`src/design/rpud_pkg.sv`:
```
`default_nettype none
package rpud_pkg;

	localparam int MAX_LEB_BYTES_DEF = 10;

	// descriptor kinds
	typedef enum logic [2:0] {
		CMD_WHEN   = 3'd0,
		CMD_GR     = 3'd1,
		CMD_BR     = 3'd2,
		CMD_PSPREL = 3'd3,
		CMD_SPREL  = 3'd4
	} cmd_t;

	// result status codes
	typedef enum logic [1:0] {
		STAT_OK   = 2'd0,
		STAT_TIME = 2'd1,
		STAT_REG  = 2'd2,
		STAT_LONG = 2'd3
	} stat_t;

	// header and register bytes
	localparam logic [7:0] HDR_WHEN   = 8'hE4;
	localparam logic [7:0] HDR_GR     = 8'hB0;
	localparam logic [7:0] HDR_BR     = 8'hB3;
	localparam logic [7:0] HDR_PSPREL = 8'hE5;
	localparam logic [7:0] HDR_SPREL  = 8'hF0;
	localparam logic [7:0] HDR_SPREL2 = 8'h01;
	localparam logic [7:0] GR_MARK    = 8'h80;
	localparam logic [7:0] BR_MARK    = 8'h00;
	localparam logic [63:0] REG_LIMIT = 64'd128;

	// which byte the datapath puts into the output register
	typedef enum logic [2:0] {
		SEL_ERR  = 3'd0,
		SEL_HDR0 = 3'd1,
		SEL_HDR1 = 3'd2,
		SEL_REG  = 3'd3,
		SEL_LEB  = 3'd4
	} sel_t;

	typedef enum logic [2:0] {
		S_IDLE  = 3'd0,
		S_CHECK = 3'd1,
		S_REG   = 3'd2,
		S_HDR1  = 3'd3,
		S_LEB   = 3'd4
	} state_t;

	typedef struct packed {
		logic load;   // latch command and value
		logic emit;   // write one byte to the output register
		sel_t sel;
	} ctrl_t;

	typedef struct packed {
		logic [2:0] cmd;
		logic       cmd_ok;    // command is a known kind
		logic       err;       // item ends in an error result
		logic       leb_fin;   // current LEB128 byte is the last
		logic       out_free;  // output register can take a byte now
	} dp_stat_t;

endpackage
`default_nettype wire

```
`src/design/rpud_ctrl.sv`:
```
`default_nettype none
module rpud_ctrl (
	input  wire                 clk,
	input  wire                 arst_n,
	input  wire                 in_valid,
	output logic                in_ready,
	input  rpud_pkg::dp_stat_t  dp_stat,
	output rpud_pkg::ctrl_t     ctrl
);
	import rpud_pkg::*;

	state_t state_q, state_nx;

	always_ff @(posedge clk or negedge arst_n) begin
		if (!arst_n) begin
			state_q <= S_IDLE;
		end else begin
			state_q <= state_nx;
		end
	end

	always_comb begin
		state_nx  = state_q;
		in_ready  = 1'b0;
		ctrl.load = 1'b0;
		ctrl.emit = 1'b0;
		ctrl.sel  = SEL_ERR;
		unique case (state_q)
			S_IDLE: begin
				in_ready = 1'b1;
				if (in_valid) begin
					ctrl.load = 1'b1;
					state_nx  = S_CHECK;
				end
			end
			S_CHECK: begin
				if (!dp_stat.cmd_ok) begin
					state_nx = S_IDLE;   // unknown kind: no result
				end else if (dp_stat.out_free) begin
					ctrl.emit = 1'b1;
					if (dp_stat.err) begin
						ctrl.sel = SEL_ERR;
						state_nx = S_IDLE;
					end else begin
						ctrl.sel = SEL_HDR0;
						if (dp_stat.cmd == CMD_GR || dp_stat.cmd == CMD_BR) begin
							state_nx = S_REG;
						end else if (dp_stat.cmd == CMD_SPREL) begin
							state_nx = S_HDR1;
						end else begin
							state_nx = S_LEB;
						end
					end
				end
			end
			S_REG: begin
				if (dp_stat.out_free) begin
					ctrl.emit = 1'b1;
					ctrl.sel  = SEL_REG;
					state_nx  = S_IDLE;
				end
			end
			S_HDR1: begin
				if (dp_stat.out_free) begin
					ctrl.emit = 1'b1;
					ctrl.sel  = SEL_HDR1;
					state_nx  = S_LEB;
				end
			end
			S_LEB: begin
				if (dp_stat.out_free) begin
					ctrl.emit = 1'b1;
					ctrl.sel  = SEL_LEB;
					if (dp_stat.leb_fin) begin
						state_nx = S_IDLE;
					end
				end
			end
			default: begin
				state_nx = S_IDLE;
			end
		endcase
	end

endmodule
`default_nettype wire

```
`src/design/rpud_dp.sv`:
```
`default_nettype none
module rpud_dp #(
	parameter int MAX_LEB_BYTES = rpud_pkg::MAX_LEB_BYTES_DEF
) (
	input  wire                 clk,
	input  wire                 arst_n,
	input  wire                 cfg_valid,
	input  wire  [63:0]         cfg_data,
	input  wire  [2:0]          command,
	input  wire  [63:0]         value,
	input  rpud_pkg::ctrl_t     ctrl,
	output rpud_pkg::dp_stat_t  dp_stat,
	input  wire                 out_ready,
	output logic                out_valid,
	output logic [7:0]          out_byte,
	output logic                last,
	output logic [1:0]          status
);
	import rpud_pkg::*;

	localparam int LEB_BITS = 7 * MAX_LEB_BYTES;

	logic [63:0] region_q;
	logic [2:0]  cmd_q;
	logic [63:0] val_q;
	logic        out_valid_q;
	logic [7:0]  byte_q;
	logic        last_q;
	logic [1:0]  stat_q;

	logic        too_long;
	stat_t       err_code;
	logic        err;
	logic        cmd_ok;
	logic        leb_fin;
	logic [7:0]  hdr0;
	logic [7:0]  nx_byte;
	logic        nx_last;
	logic [1:0]  nx_stat;

	always_ff @(posedge clk or negedge arst_n) begin
		if (!arst_n) begin
			region_q <= '0;
		end else if (cfg_valid) begin
			region_q <= cfg_data;
		end
	end

	// remaining value bits beyond what the byte bound can carry
	assign too_long = |(val_q >> LEB_BITS);
	assign leb_fin  = (val_q[63:7] == '0);

	always_comb begin
		err      = 1'b0;
		err_code = STAT_OK;
		cmd_ok   = 1'b1;
		hdr0     = HDR_WHEN;
		unique case (cmd_q)
			CMD_WHEN: begin
				hdr0 = HDR_WHEN;
				if (val_q >= region_q) begin
					err      = 1'b1;
					err_code = STAT_TIME;
				end else if (too_long) begin
					err      = 1'b1;
					err_code = STAT_LONG;
				end
			end
			CMD_GR, CMD_BR: begin
				hdr0 = (cmd_q == CMD_GR) ? HDR_GR : HDR_BR;
				if (val_q >= REG_LIMIT) begin
					err      = 1'b1;
					err_code = STAT_REG;
				end
			end
			CMD_PSPREL, CMD_SPREL: begin
				hdr0 = (cmd_q == CMD_PSPREL) ? HDR_PSPREL : HDR_SPREL;
				if (too_long) begin
					err      = 1'b1;
					err_code = STAT_LONG;
				end
			end
			default: begin
				cmd_ok = 1'b0;
			end
		endcase
	end

	always_comb begin
		nx_byte = 8'h00;
		nx_last = 1'b0;
		nx_stat = STAT_OK;
		unique case (ctrl.sel)
			SEL_ERR: begin
				nx_last = 1'b1;
				nx_stat = err_code;
			end
			SEL_HDR0: nx_byte = hdr0;
			SEL_HDR1: nx_byte = HDR_SPREL2;
			SEL_REG: begin
				nx_byte = ((cmd_q == CMD_GR) ? GR_MARK : BR_MARK) | {1'b0, val_q[6:0]};
				nx_last = 1'b1;
			end
			SEL_LEB: begin
				nx_byte = {~leb_fin, val_q[6:0]};
				nx_last = leb_fin;
			end
			default: ;
		endcase
	end

	always_ff @(posedge clk) begin
		if (ctrl.load) begin
			cmd_q <= command;
			val_q <= value;
		end else if (ctrl.emit && ctrl.sel == SEL_LEB) begin
			val_q <= val_q >> 7;
		end
	end

	always_ff @(posedge clk or negedge arst_n) begin
		if (!arst_n) begin
			out_valid_q <= 1'b0;
		end else if (ctrl.emit) begin
			out_valid_q <= 1'b1;
		end else if (out_ready) begin
			out_valid_q <= 1'b0;
		end
	end

	always_ff @(posedge clk) begin
		if (ctrl.emit) begin
			byte_q <= nx_byte;
			last_q <= nx_last;
			stat_q <= nx_stat;
		end
	end

	assign dp_stat.cmd      = cmd_q;
	assign dp_stat.cmd_ok   = cmd_ok;
	assign dp_stat.err      = err;
	assign dp_stat.leb_fin  = leb_fin;
	assign dp_stat.out_free = !out_valid_q || out_ready;

	assign out_valid = out_valid_q;
	assign out_byte  = byte_q;
	assign last      = last_q;
	assign status    = stat_q;

endmodule
`default_nettype wire

```
`src/design/return_pointer_unwind_descriptor_encoder.sv`:
```
// Return-pointer unwind descriptor encoder. Each input item (command, value)
// turns into the byte stream of one descriptor, one output item per byte:
// when = E4 + ULEB128(value), gr = B0 + (80|reg), br = B3 + reg,
// psprel = E5 + ULEB128(value), sprel = F0 01 + ULEB128(value). The final
// byte carries last=1. A "when" at or beyond region_size, a register of 128
// or more, or a ULEB128 longer than MAX_LEB_BYTES gives a single output item
// instead: out_byte 0, last 1, status 1/2/3. Commands 5..7 give no output.
// region_size is written through the cfg port (reset 0); the user must write it
// only while the block is idle, as the block itself does not enforce it. An
// item is accepted in the idle state; the check state then sends the first
// byte or the error item, and each further byte comes from the register,
// second-header or LEB128 state. The rate is set by the single output register,
// which moves one byte per cycle while out_ready is high, and by the controller
// taking one item at a time. Output stalls simply hold the controller in place.
`default_nettype none
module return_pointer_unwind_descriptor_encoder #(
	parameter int MAX_LEB_BYTES = rpud_pkg::MAX_LEB_BYTES_DEF
) (
	input  wire         clk,
	input  wire         arst_n,
	// configuration: region_size
	input  wire         cfg_valid,
	output logic        cfg_ready,
	input  wire  [63:0] cfg_data,
	// input items
	input  wire         in_valid,
	output logic        in_ready,
	input  wire  [2:0]  command,
	input  wire  [63:0] value,
	// output items, one per descriptor byte
	output logic        out_valid,
	input  wire         out_ready,
	output logic [7:0]  out_byte,
	output logic        last,
	output logic [1:0]  status
);
	import rpud_pkg::*;

	ctrl_t    ctrl;
	dp_stat_t dp_stat;

	// register writes are registered and always taken
	assign cfg_ready = 1'b1;

	// sequencer: check, headers, register byte, LEB128 bytes
	rpud_ctrl u_ctrl (
		.clk      (clk),
		.arst_n   (arst_n),
		.in_valid (in_valid),
		.in_ready (in_ready),
		.dp_stat  (dp_stat),
		.ctrl     (ctrl)
	);

	// item registers, error checks, byte mux, output register
	rpud_dp #(
		.MAX_LEB_BYTES (MAX_LEB_BYTES)
	) u_dp (
		.clk       (clk),
		.arst_n    (arst_n),
		.cfg_valid (cfg_valid),
		.cfg_data  (cfg_data),
		.command   (command),
		.value     (value),
		.ctrl      (ctrl),
		.dp_stat   (dp_stat),
		.out_ready (out_ready),
		.out_valid (out_valid),
		.out_byte  (out_byte),
		.last      (last),
		.status    (status)
	);

endmodule
`default_nettype wire
```
`config.mk`:
```
export PLATFORM = sky130hd
export DESIGN_NAME = return_pointer_unwind_descriptor_encoder
export DESIGN_NICKNAME = d
export VERILOG_FILES = /design/src/design/rpud_pkg.sv /design/src/design/rpud_ctrl.sv /design/src/design/rpud_dp.sv /design/src/design/return_pointer_unwind_descriptor_encoder.sv
export SDC_FILE = /design/constraint.sdc
export NUM_CORES = 1
export LEC_CHECK = 0
export ABC_CLOCK_PERIOD_IN_PS = 15200
export BUFFER_PORTS_ARGS = -buffer_cell sky130_fd_sc_hd__buf_2
export CAP_MARGIN = 10
export CORE_UTILIZATION = 47
export CTS_BUF_LIST = sky130_fd_sc_hd__clkbuf_4
export DETAILED_ROUTE_END_ITERATION = 6
export MAX_ROUTING_LAYER = met4
export PLACE_DENSITY_LB_ADDON = 0.3
export REMOVE_ABC_BUFFERS = 1
export SLEW_MARGIN = 20
export SYNTH_ARGS = -nofsm -noshare
export SYNTH_HDL_FRONTEND = slang
export SYNTH_SLANG_ARGS = --single-unit
```
`constraint.sdc`:
```
create_clock -name clk -period 15.2 [get_ports clk]
set_input_delay 2.28 -clock clk [delete_from_list [all_inputs] [get_ports clk]]
set_output_delay 2.28 -clock clk [all_outputs]
set_load 0.02 [all_outputs]
```
==> results.md, run 1 <==
* Post-route fraction of the period consumed by the critical path at 26.4%
* Half-perimeter wire length of the detailed placement result at around 13 mm
* WP data required at 12.92 ns
* Crit path cell chain: nor3_2 > buf_2
* Headroom to the max-slew limit at a little under a third
* Share of synthesized flip-flops with an asynchronous set or reset at 46.6%
* Root buffer cell: sky130_fd_sc_hd__clkbuf_4
* Worst Clk Skew at 0.0178 ns
* Ports at 150
* Final number of max-transition violations at 0
* Slew of the pin with the lowest slew margin at slightly above 1 ns
* Unrepaired setup endpoints after global routing: false
* Hold-fix buffers, CTS at 0
* Vertical die dimension at 128 um
* Area delta synth->final at 16.8%
* Biggest area contributors in the synthesized netlist: sky130_fd_sc_hd__edfxtp_1, sky130_fd_sc_hd__dfrtp_1, sky130_fd_sc_hd__ha_1, sky130_fd_sc_hd__mux2_2, sky130_fd_sc_hd__o21ai_0
* Post-Syn Instances at 672
* Number of gates resized after cts at 0
* EDFF count, synth at 78
* Leftover overflow at the end of global routing at 0
* Largest stage delay on the critical path at 0.50 ns
* Register-to-register path setup slack at 12.43 ns
* Critical path startpoint category: flip-flop
* Share of final-layout standard cells stronger than drive strength 1 at 30.4%
* Number of nets with antenna violations after routing at 0
* Iteration-0 DRC Markers at between 500 and 600
* Number of buffers and inverters on the critical path at 1
* Number of standard-cell rows in the floorplan at 45
* DR vias at 5635
* Die Footprint at 0.0165 mm2
* Latest clock arrival within the worst-skew pair at around 0.55 ns
* Final min period at 4.02 ns
* Total of flip-flops plus latches after synthesis at 146
* Reg-to-reg endpoint: u_dp.out_byte[6]$_DFFE_PP_
* Initial antenna violation count at 2
* DRT Wirelength at 17.8 mm
* Final weighted congestion in routability-driven placement at around 0.84
* Pin count of the biggest net entering global routing at 78
* PD cells at about 160 mW/mm2
* Post-CTS repair timing setup buffer count at 0
* Proportion of netlist area held by the largest area contributor at 31.2%
* Most numerous cell types in the synthesized netlist: sky130_fd_sc_hd__nand2_1, sky130_fd_sc_hd__edfxtp_1, sky130_fd_sc_hd__o21ai_0, sky130_fd_sc_hd__dfrtp_1, sky130_fd_sc_hd__inv_1
* Maximum fanout along the worst path at 9
* # Max-Cap Violations at 0
* Total routing usage reported by global routing at between 20% and 30%
* Share of the yosys chip area belonging to registers at 53.9%
* Routed wirelength normalized by instance count at about 17 um
* Clock buffers created by TritonCTS at 17
* Number of logic stages on the critical path including buffering at 2
* Number of global-route vias before repair at around 5400
* CTS H-tree depth at 4
* Maximum resistive drop on vdd at 0.0847 mV
* CP Class: flip-flop to output port
* Outcome: finished, final reports clean
* Drt drc at 0
* Achievable Freq at 0.249 GHz
* CTS tree: done
* Reg-to-reg startpoint: u_dp.val_q[14]$_DFFE_PP_
* Cell leakage power at 3.92 nW
* Number of warning messages in the yosys log at 0
* Final design utilization at 57.0%
* Kind of cell with the highest combined delay on the critical path: flip-flops
* Setup-failing EPs final at 0
* Hold violation count in the final report at 0
* Cell taking the most area after synthesis: sky130_fd_sc_hd__edfxtp_1
* Vias per std cell at approximately 5.4
* Initial cell density of the core at 48.8%
* Most common flop cell mapped by yosys: sky130_fd_sc_hd__edfxtp_1
* Cell variety after synth at 48
* Deepest clock path buffer count at 2
* Kind of path behind the tightest hold check: flip-flop to flip-flop
* Critical Path Source: u_ctrl.state_q[2]$_DFFE_PN0P_
* Crit. End Element: output port
* Clock transition time at the flip-flop clock pins of the worst setup and hold paths at 0.12 ns
* Router iterations before antenna repair at 6
* Slowest cell on the critical path: sky130_fd_sc_hd__dfrtp_1
* Num Clock Sinks at 146
* Std-Cell Core Area at 0.0154 mm2
* Arr. time, crit path at 1.74 ns
* Cell area after synthesis at around 0.0075 mm2
* Port Buf Inserts at 148
* Total Neg Setup Slack at 0 ns
* Destination of the critical timing path: in_ready
* Die Wd at 128 um
* Global-route wire length before repair at 27.4 mm
* Top-count cell post-synth: sky130_fd_sc_hd__nand2_1
* Reg2Reg Depth at 8
* NumNets Final at 1018
* Average size of a mapped cell at 11.2 um2
## worst reg2reg max path, stage by stage, from the launching register on
cell                       delay [ns]
sky130_fd_sc_hd__edfxtp_1        0.48
sky130_fd_sc_hd__ha_1            0.37
sky130_fd_sc_hd__nand4_1         0.13
sky130_fd_sc_hd__nor4_1          0.60
sky130_fd_sc_hd__a21boi_0        0.28
sky130_fd_sc_hd__o311a_2         0.21
sky130_fd_sc_hd__a221oi_2        0.06
sky130_fd_sc_hd__and3_1          0.21
sky130_fd_sc_hd__a22o_1          0.20
## final cells by class
| class | count | area, um2 |
|---|---|---|
| Antenna cell | 2 | 5.00 |
| Clock buffer | 18 | 135 |
| Clock inverter | 14 | 185 |
| Fill cell | 1329 | 6600 |
| Inverter | 65 | 244 |
| Multi-Input combinational cell | 436 | 3120 |
| Sequential cell | 146 | 4040 |
| Tap cell | 211 | 264 |
| Timing Repair Buffer | 152 | 773 |
## how the worst min path moves through the flow
stage | from | end | slack [ns] | cells past startpoint
after floorplan | u_dp.region_q[0]$_DFFE_PN0P_ | u_dp.region_q[0]$_DFFE_PN0P_ | 0.48 | 1
after global placement | u_dp.region_q[0]$_DFFE_PN0P_ | u_dp.region_q[0]$_DFFE_PN0P_ | 0.51 | 1
after detailed placement | u_dp.region_q[0]$_DFFE_PN0P_ | u_dp.region_q[0]$_DFFE_PN0P_ | 0.53 | 1
after CTS | u_dp.region_q[0]$_DFFE_PN0P_ | u_dp.region_q[0]$_DFFE_PN0P_ | 0.56 | 1
after global routing | u_dp.region_q[1]$_DFFE_PN0P_ | u_dp.region_q[1]$_DFFE_PN0P_ | 0.57 | 2
final | u_dp.region_q[1]$_DFFE_PN0P_ | u_dp.region_q[1]$_DFFE_PN0P_ | 0.55 | 2
## logic make-up after synthesis
family | after synthesis | synth area share, %
xor+xnor | 1 | 0.117
compound gates | 134 | 10.2
flops | 146 | 53.9
mux | 59 | 8.85
simple gates | 177 | 11.5
buf+inv | 90 | 4.72
other cells | 1 | 0.0500
fa+ha+maj | 64 | 10.7
## routing by layer
metal | vias up | global-route usage [%] | share of wire [%]
met1 | 2706 | 29.8 | 45
met3 | 37 | 4.37 | 5.3
met5 | - | - | 0
li1 | 2707 | - | -
met2 | 185 | 35.3 | 47
met4 | 0 | 9.20 | 2.6
## layout by cell type, fill, tap and decap left out, drive strengths merged, types with 2 or more instances in the layout
master / n
and3: 9
clkinv: 3
a221o: 2
a211oi: 4
o311a: 2
a21boi: 5
inv: 68
diode: 2
clkinvlp: 4
a21oi: 31
nand2: 89
o31ai: 2
dfrtp: 68
nor2: 14
edfxtp: 78
mux2: 59
o21ai: 76
nor2b: 4
buf: 152
nor3: 9
nand3: 12
nor4: 16
nand2b: 3
clkbuf: 18
nand4: 13
and4: 4
bufinv: 4
and2: 2
a22oi: 2
ha: 64
o211ai: 2
a21o: 2
## where the power goes
group	total, mW	internal [mW]	switching [mW]
sequential	0.671	0.579	0.0922
clock	0.274	0.132	0.142
combinational	0.462	0.205	0.257
## state kept, by name, indices dropped and copies added, names as in the netlist
register and count:
u_dp.region_q 64, u_dp.val_q 64, u_dp.out_byte 8, u_ctrl.state_q 3
u_dp.cmd_q 3, u_dp.status 2, u_dp.last 1, u_dp.out_valid 1
## metrics by stage
| step | hold WS, ns | total power [mW] | setup slack [ns] | cell area (um2) | cells |
|---|---|---|---|---|---|
| 6_report | 0.554 | 1.41 | 11.18 | 8770 | 1044 |
| 3_3_place_gp | 0.509 | 1.11 | 11.24 | 8440 | 1010 |
| 2_1_floorplan | 0.485 | 0.999 | 1.97 | 7400 | 647 |
| 3_5_place_dp | 0.529 | 1.14 | 11.21 | 8440 | 1010 |
| 4_1_cts | 0.556 | 1.41 | 11.13 | 8760 | 1042 |
| 5_1_grt | 0.572 | 1.49 | 11.04 | 8770 | 1044 |
No activity file was read; power rests on OpenSTA's default activity.
==> inputs of run 2 (changes only) <==
--- a/config.mk
+++ b/config.mk
@@ -5,7 +5,8 @@
 export SDC_FILE = /design/constraint.sdc
 export NUM_CORES = 1
 export LEC_CHECK = 0
-export ABC_CLOCK_PERIOD_IN_PS = 15200
+export ABC_AREA = 1
+export ABC_CLOCK_PERIOD_IN_PS = 3600
 export BUFFER_PORTS_ARGS = -buffer_cell sky130_fd_sc_hd__buf_2
 export CAP_MARGIN = 10
 export CORE_UTILIZATION = 47
==> constraint.sdc (replaced) <==
create_clock -name clk -period 3.6 [get_ports clk]
set_input_delay 0.54 -clock clk [delete_from_list [all_inputs] [get_ports clk]]
set_output_delay 0.54 -clock clk [all_outputs]
set_load 0.02 [all_outputs]
==> results.md, run 2 <==
* Final weighted congestion in routability-driven placement at roughly 0.86
* Post-route fraction of the period consumed by the critical path at 64.3%
* Share of synthesized flip-flops with an asynchronous set or reset at 46.6%
* Cell leakage power at ~4.5 nW
* Most common library cell in the layout ignoring fill and taps: sky130_fd_sc_hd__nand2_1
* Proportion of netlist area held by the largest area contributor at ~30%
* Vias per std cell at 4.86
* Kind of path behind the tightest hold check: input pin to flip-flop
* Largest stage delay on the critical path at 0.45 ns
* Std-Cell Core Area at 0.0159 mm2
* Number of nets with antenna violations after routing at 0
* Unrepaired setup endpoints after global routing: false
* EDFF count, synth at 78
* Setup-failing EPs final at 0
* CP Class: flip-flop to flip-flop
* Final min period at around 2.3 ns
* Cell taking the most area after synthesis: sky130_fd_sc_hd__edfxtp_1
* Maximum fanout along the worst path at 7
* Leftover overflow at the end of global routing at 0
* Die Footprint at 0.0169 mm2
* Clock transition time at the flip-flop clock pins of the worst setup and hold paths at 0.14 ns
* Area delta synth->final at 16.7%
* Half-perimeter wire length of the detailed placement result at ~13 mm
* WP data required at 3.91 ns
* Crit. End Element: flip-flop
* Most used cells in the layout excluding fill and tap cells: sky130_fd_sc_hd__nand2_1, sky130_fd_sc_hd__buf_2, sky130_fd_sc_hd__inv_1, sky130_fd_sc_hd__edfxtp_1, sky130_fd_sc_hd__o21ai_0
* Top-count cell post-synth: sky130_fd_sc_hd__nand2_1
* FILL cells at 1516
* Number of standard-cell rows in the floorplan at 46
* Iteration-0 DRC Markers at around 360
* Area of combinational cells with multiple inputs at 0.00316 mm2
* Share of the yosys chip area belonging to registers at 52.5%
* Achievable Freq at approximately 0.43 GHz
* Worst Clk Skew at ~0.027 ns
* Final number of max-transition violations at 0
* NumNets Final at around 1200
* Average size of a mapped cell at between 8 and 9 um2
* Ports at 150
* Number of global-route vias before repair at ~5900
* Total Neg Setup Slack at 0 ns
* Post-Syn Instances at 889
* Outcome: finished, final reports clean
* Initial antenna violation count at 1
* Most common flop cell mapped by yosys: sky130_fd_sc_hd__edfxtp_1
* Critical path startpoint category: flip-flop
* Cell area after synthesis at about 0.0077 mm2
* Clock buffers created by TritonCTS at 17
* Routed wirelength normalized by instance count at 13.8 um
* Pin count of the biggest net entering global routing at 85
* Num Clock Sinks at about 150
* Post-layout instance area at 0.00898 mm2
* Post-CTS repair timing setup buffer count at 0
* Port Buf Inserts at 148
* Router iterations before antenna repair at 5
* Maximum resistive drop on vdd at 0.370 mV
* Slowest cell on the critical path: sky130_fd_sc_hd__edfxtp_1
* Crit path cell chain: ha_1 > nand2_1 > nor2_1 > nor3b_2 > nand2_1 > nor3_1 > nand2_1 > nand2_2 > nand2_2 > nand3_4 > inv_2 > nand2_1 > nand3_1
* PD cells at 719 mW/mm2
* Most numerous cell types in the synthesized netlist: sky130_fd_sc_hd__nand2_1, sky130_fd_sc_hd__inv_1, sky130_fd_sc_hd__edfxtp_1, sky130_fd_sc_hd__o21ai_0, sky130_fd_sc_hd__nor2_1
* CTS H-tree depth at 4
* Dpl cell area at ~0.0087 mm2
* Cell variety after synth at 29
* Arr. time, crit path at 2.62 ns
* Vertical die dimension at 130 um
* Root buffer cell: sky130_fd_sc_hd__clkbuf_4
* # Max-Cap Violations at 0
* Total area of sequential cells at 0.00404 mm2
* Number of warning messages in the yosys log at 0
* Latest clock arrival within the worst-skew pair at 0.57 ns
* Global-route wire length before repair at 28.2 mm
* CP most frequent cell: sky130_fd_sc_hd__nand2_1
* Initial cell density of the core at 48.3%
* Drt drc at 0
* DRT Wirelength at 17.5 mm
* Share of final-layout standard cells stronger than drive strength 1 at 19.2%
* Hold violation count in the final report at 0
* Total of flip-flops plus latches after synthesis at around 150
* Total routing usage reported by global routing at 22.9%
* Post-layout power at 6.46 mW
* CTS tree: done
* Die Wd at 130 um
* DR vias at 6163
* Slew of the pin with the lowest slew margin at about 0.73 ns
* Headroom to the max-slew limit at 51.2%
* Deepest clock path buffer count at 2
* Biggest area contributors in the synthesized netlist: sky130_fd_sc_hd__edfxtp_1, sky130_fd_sc_hd__dfrtp_1, sky130_fd_sc_hd__nand2_1, sky130_fd_sc_hd__ha_1, sky130_fd_sc_hd__inv_1
-- run 2: timing repair --
item | CTS | global route
endpoints found under the hold margin | 8 | 0
hold buffers | 1 | 0
resized for setup | 0 | 0
-- run 2: metrics by stage --
stage | util, % | hold slack (ns) | cells | worst slack (ns)
final | 56.3 | 0.157 | 1267 | 1.28
after detailed placement | 54.3 | 0.347 | 1233 | 1.32
after global placement | 54.3 | 0.348 | 1233 | 1.37
after floorplan | - | 0.244 | 861 | -2.48
after CTS | 56.3 | 0.128 | 1266 | 1.28
after global routing | 56.3 | 0.108 | 1267 | 1.09
-- run 2: logic make-up (layout without fill, tap and decap cells) --
group / after synthesis / in the layout / synth area share [%]
muxes: 1 / 1 / 0.146
AOI/OAI and AO/OA: 111 / 111 / 7.41
buffers and inverters: 134 / 295 / 6.71
adders and majority gates: 64 / 64 / 10.4
and+or+nand+nor: 432 / 432 / 22.8
DFF: 146 / 146 / 52.5
other: 1 / 2 / 0.0487
-- run 2: area by class of cell --
class                      instances  area share, %
clock buffer                      17           1.42
tap                              216           3.01
inverter                         106           4.43
clock inverter                    15           1.91
timing repair buffer             157           9.05
sequential                       146           45.0
multi-input combinational        609           35.1
antenna                            1         0.0279
-- run 2: where the power goes --
| part | switching (mW) | internal (mW) | total [mW] | leakage (nW) |
|---|---|---|---|---|
| Combinational | 1.55 | 0.850 | 2.40 | 2.79 |
| Clock | 0.653 | 0.432 | 1.09 | 0.157 |
| Sequential | 0.395 | 2.58 | 2.98 | 1.58 |
-- run 2: path summary, 6_finish.rpt --
kind | from | to | slack, ns | cells after the start
worst max-delay path | u_dp.val_q[55]$_DFFE_PP_ | u_dp.out_byte[0]$_DFFE_PP_ | 1.28 | 13
worst min-delay path | command[1] | u_dp.cmd_q[1]$_DFFE_PP_ | 0.16 | 1
worst max register to register | u_dp.val_q[55]$_DFFE_PP_ | u_dp.out_byte[0]$_DFFE_PP_ | 1.28 | 13
worst min register to register | u_dp.region_q[56]$_DFFE_PN0P_ | u_dp.region_q[56]$_DFFE_PN0P_ | 0.53 | 2
max in group asynchronous | arst_n | u_dp.region_q[31]$_DFFE_PN0P_ | 2.56 | 3
min in group asynchronous | arst_n | u_ctrl.state_q[0]$_DFFE_PN0P_ | 0.27 | 2
-- run 2: routing by layer --
metal / GRT usage [%] / wire length [um] / up-vias
met2: 37.1 / 8220 / 160
li1: - / - / 3170
met4: 7.25 / 278 / 0
met5: - / 0 / -
met3: 4.31 / 791 / 26
met1: 29.2 / 8250 / 2807
-- run 2: worst max-delay path: cells and delay by family (launching register included) --
kind | cells | cell delay [ns]
buffers and inverters | 1 | 0.05
adders and majority gates | 1 | 0.32
and+or+nand+nor | 11 | 1.24
DFF | 1 | 0.45
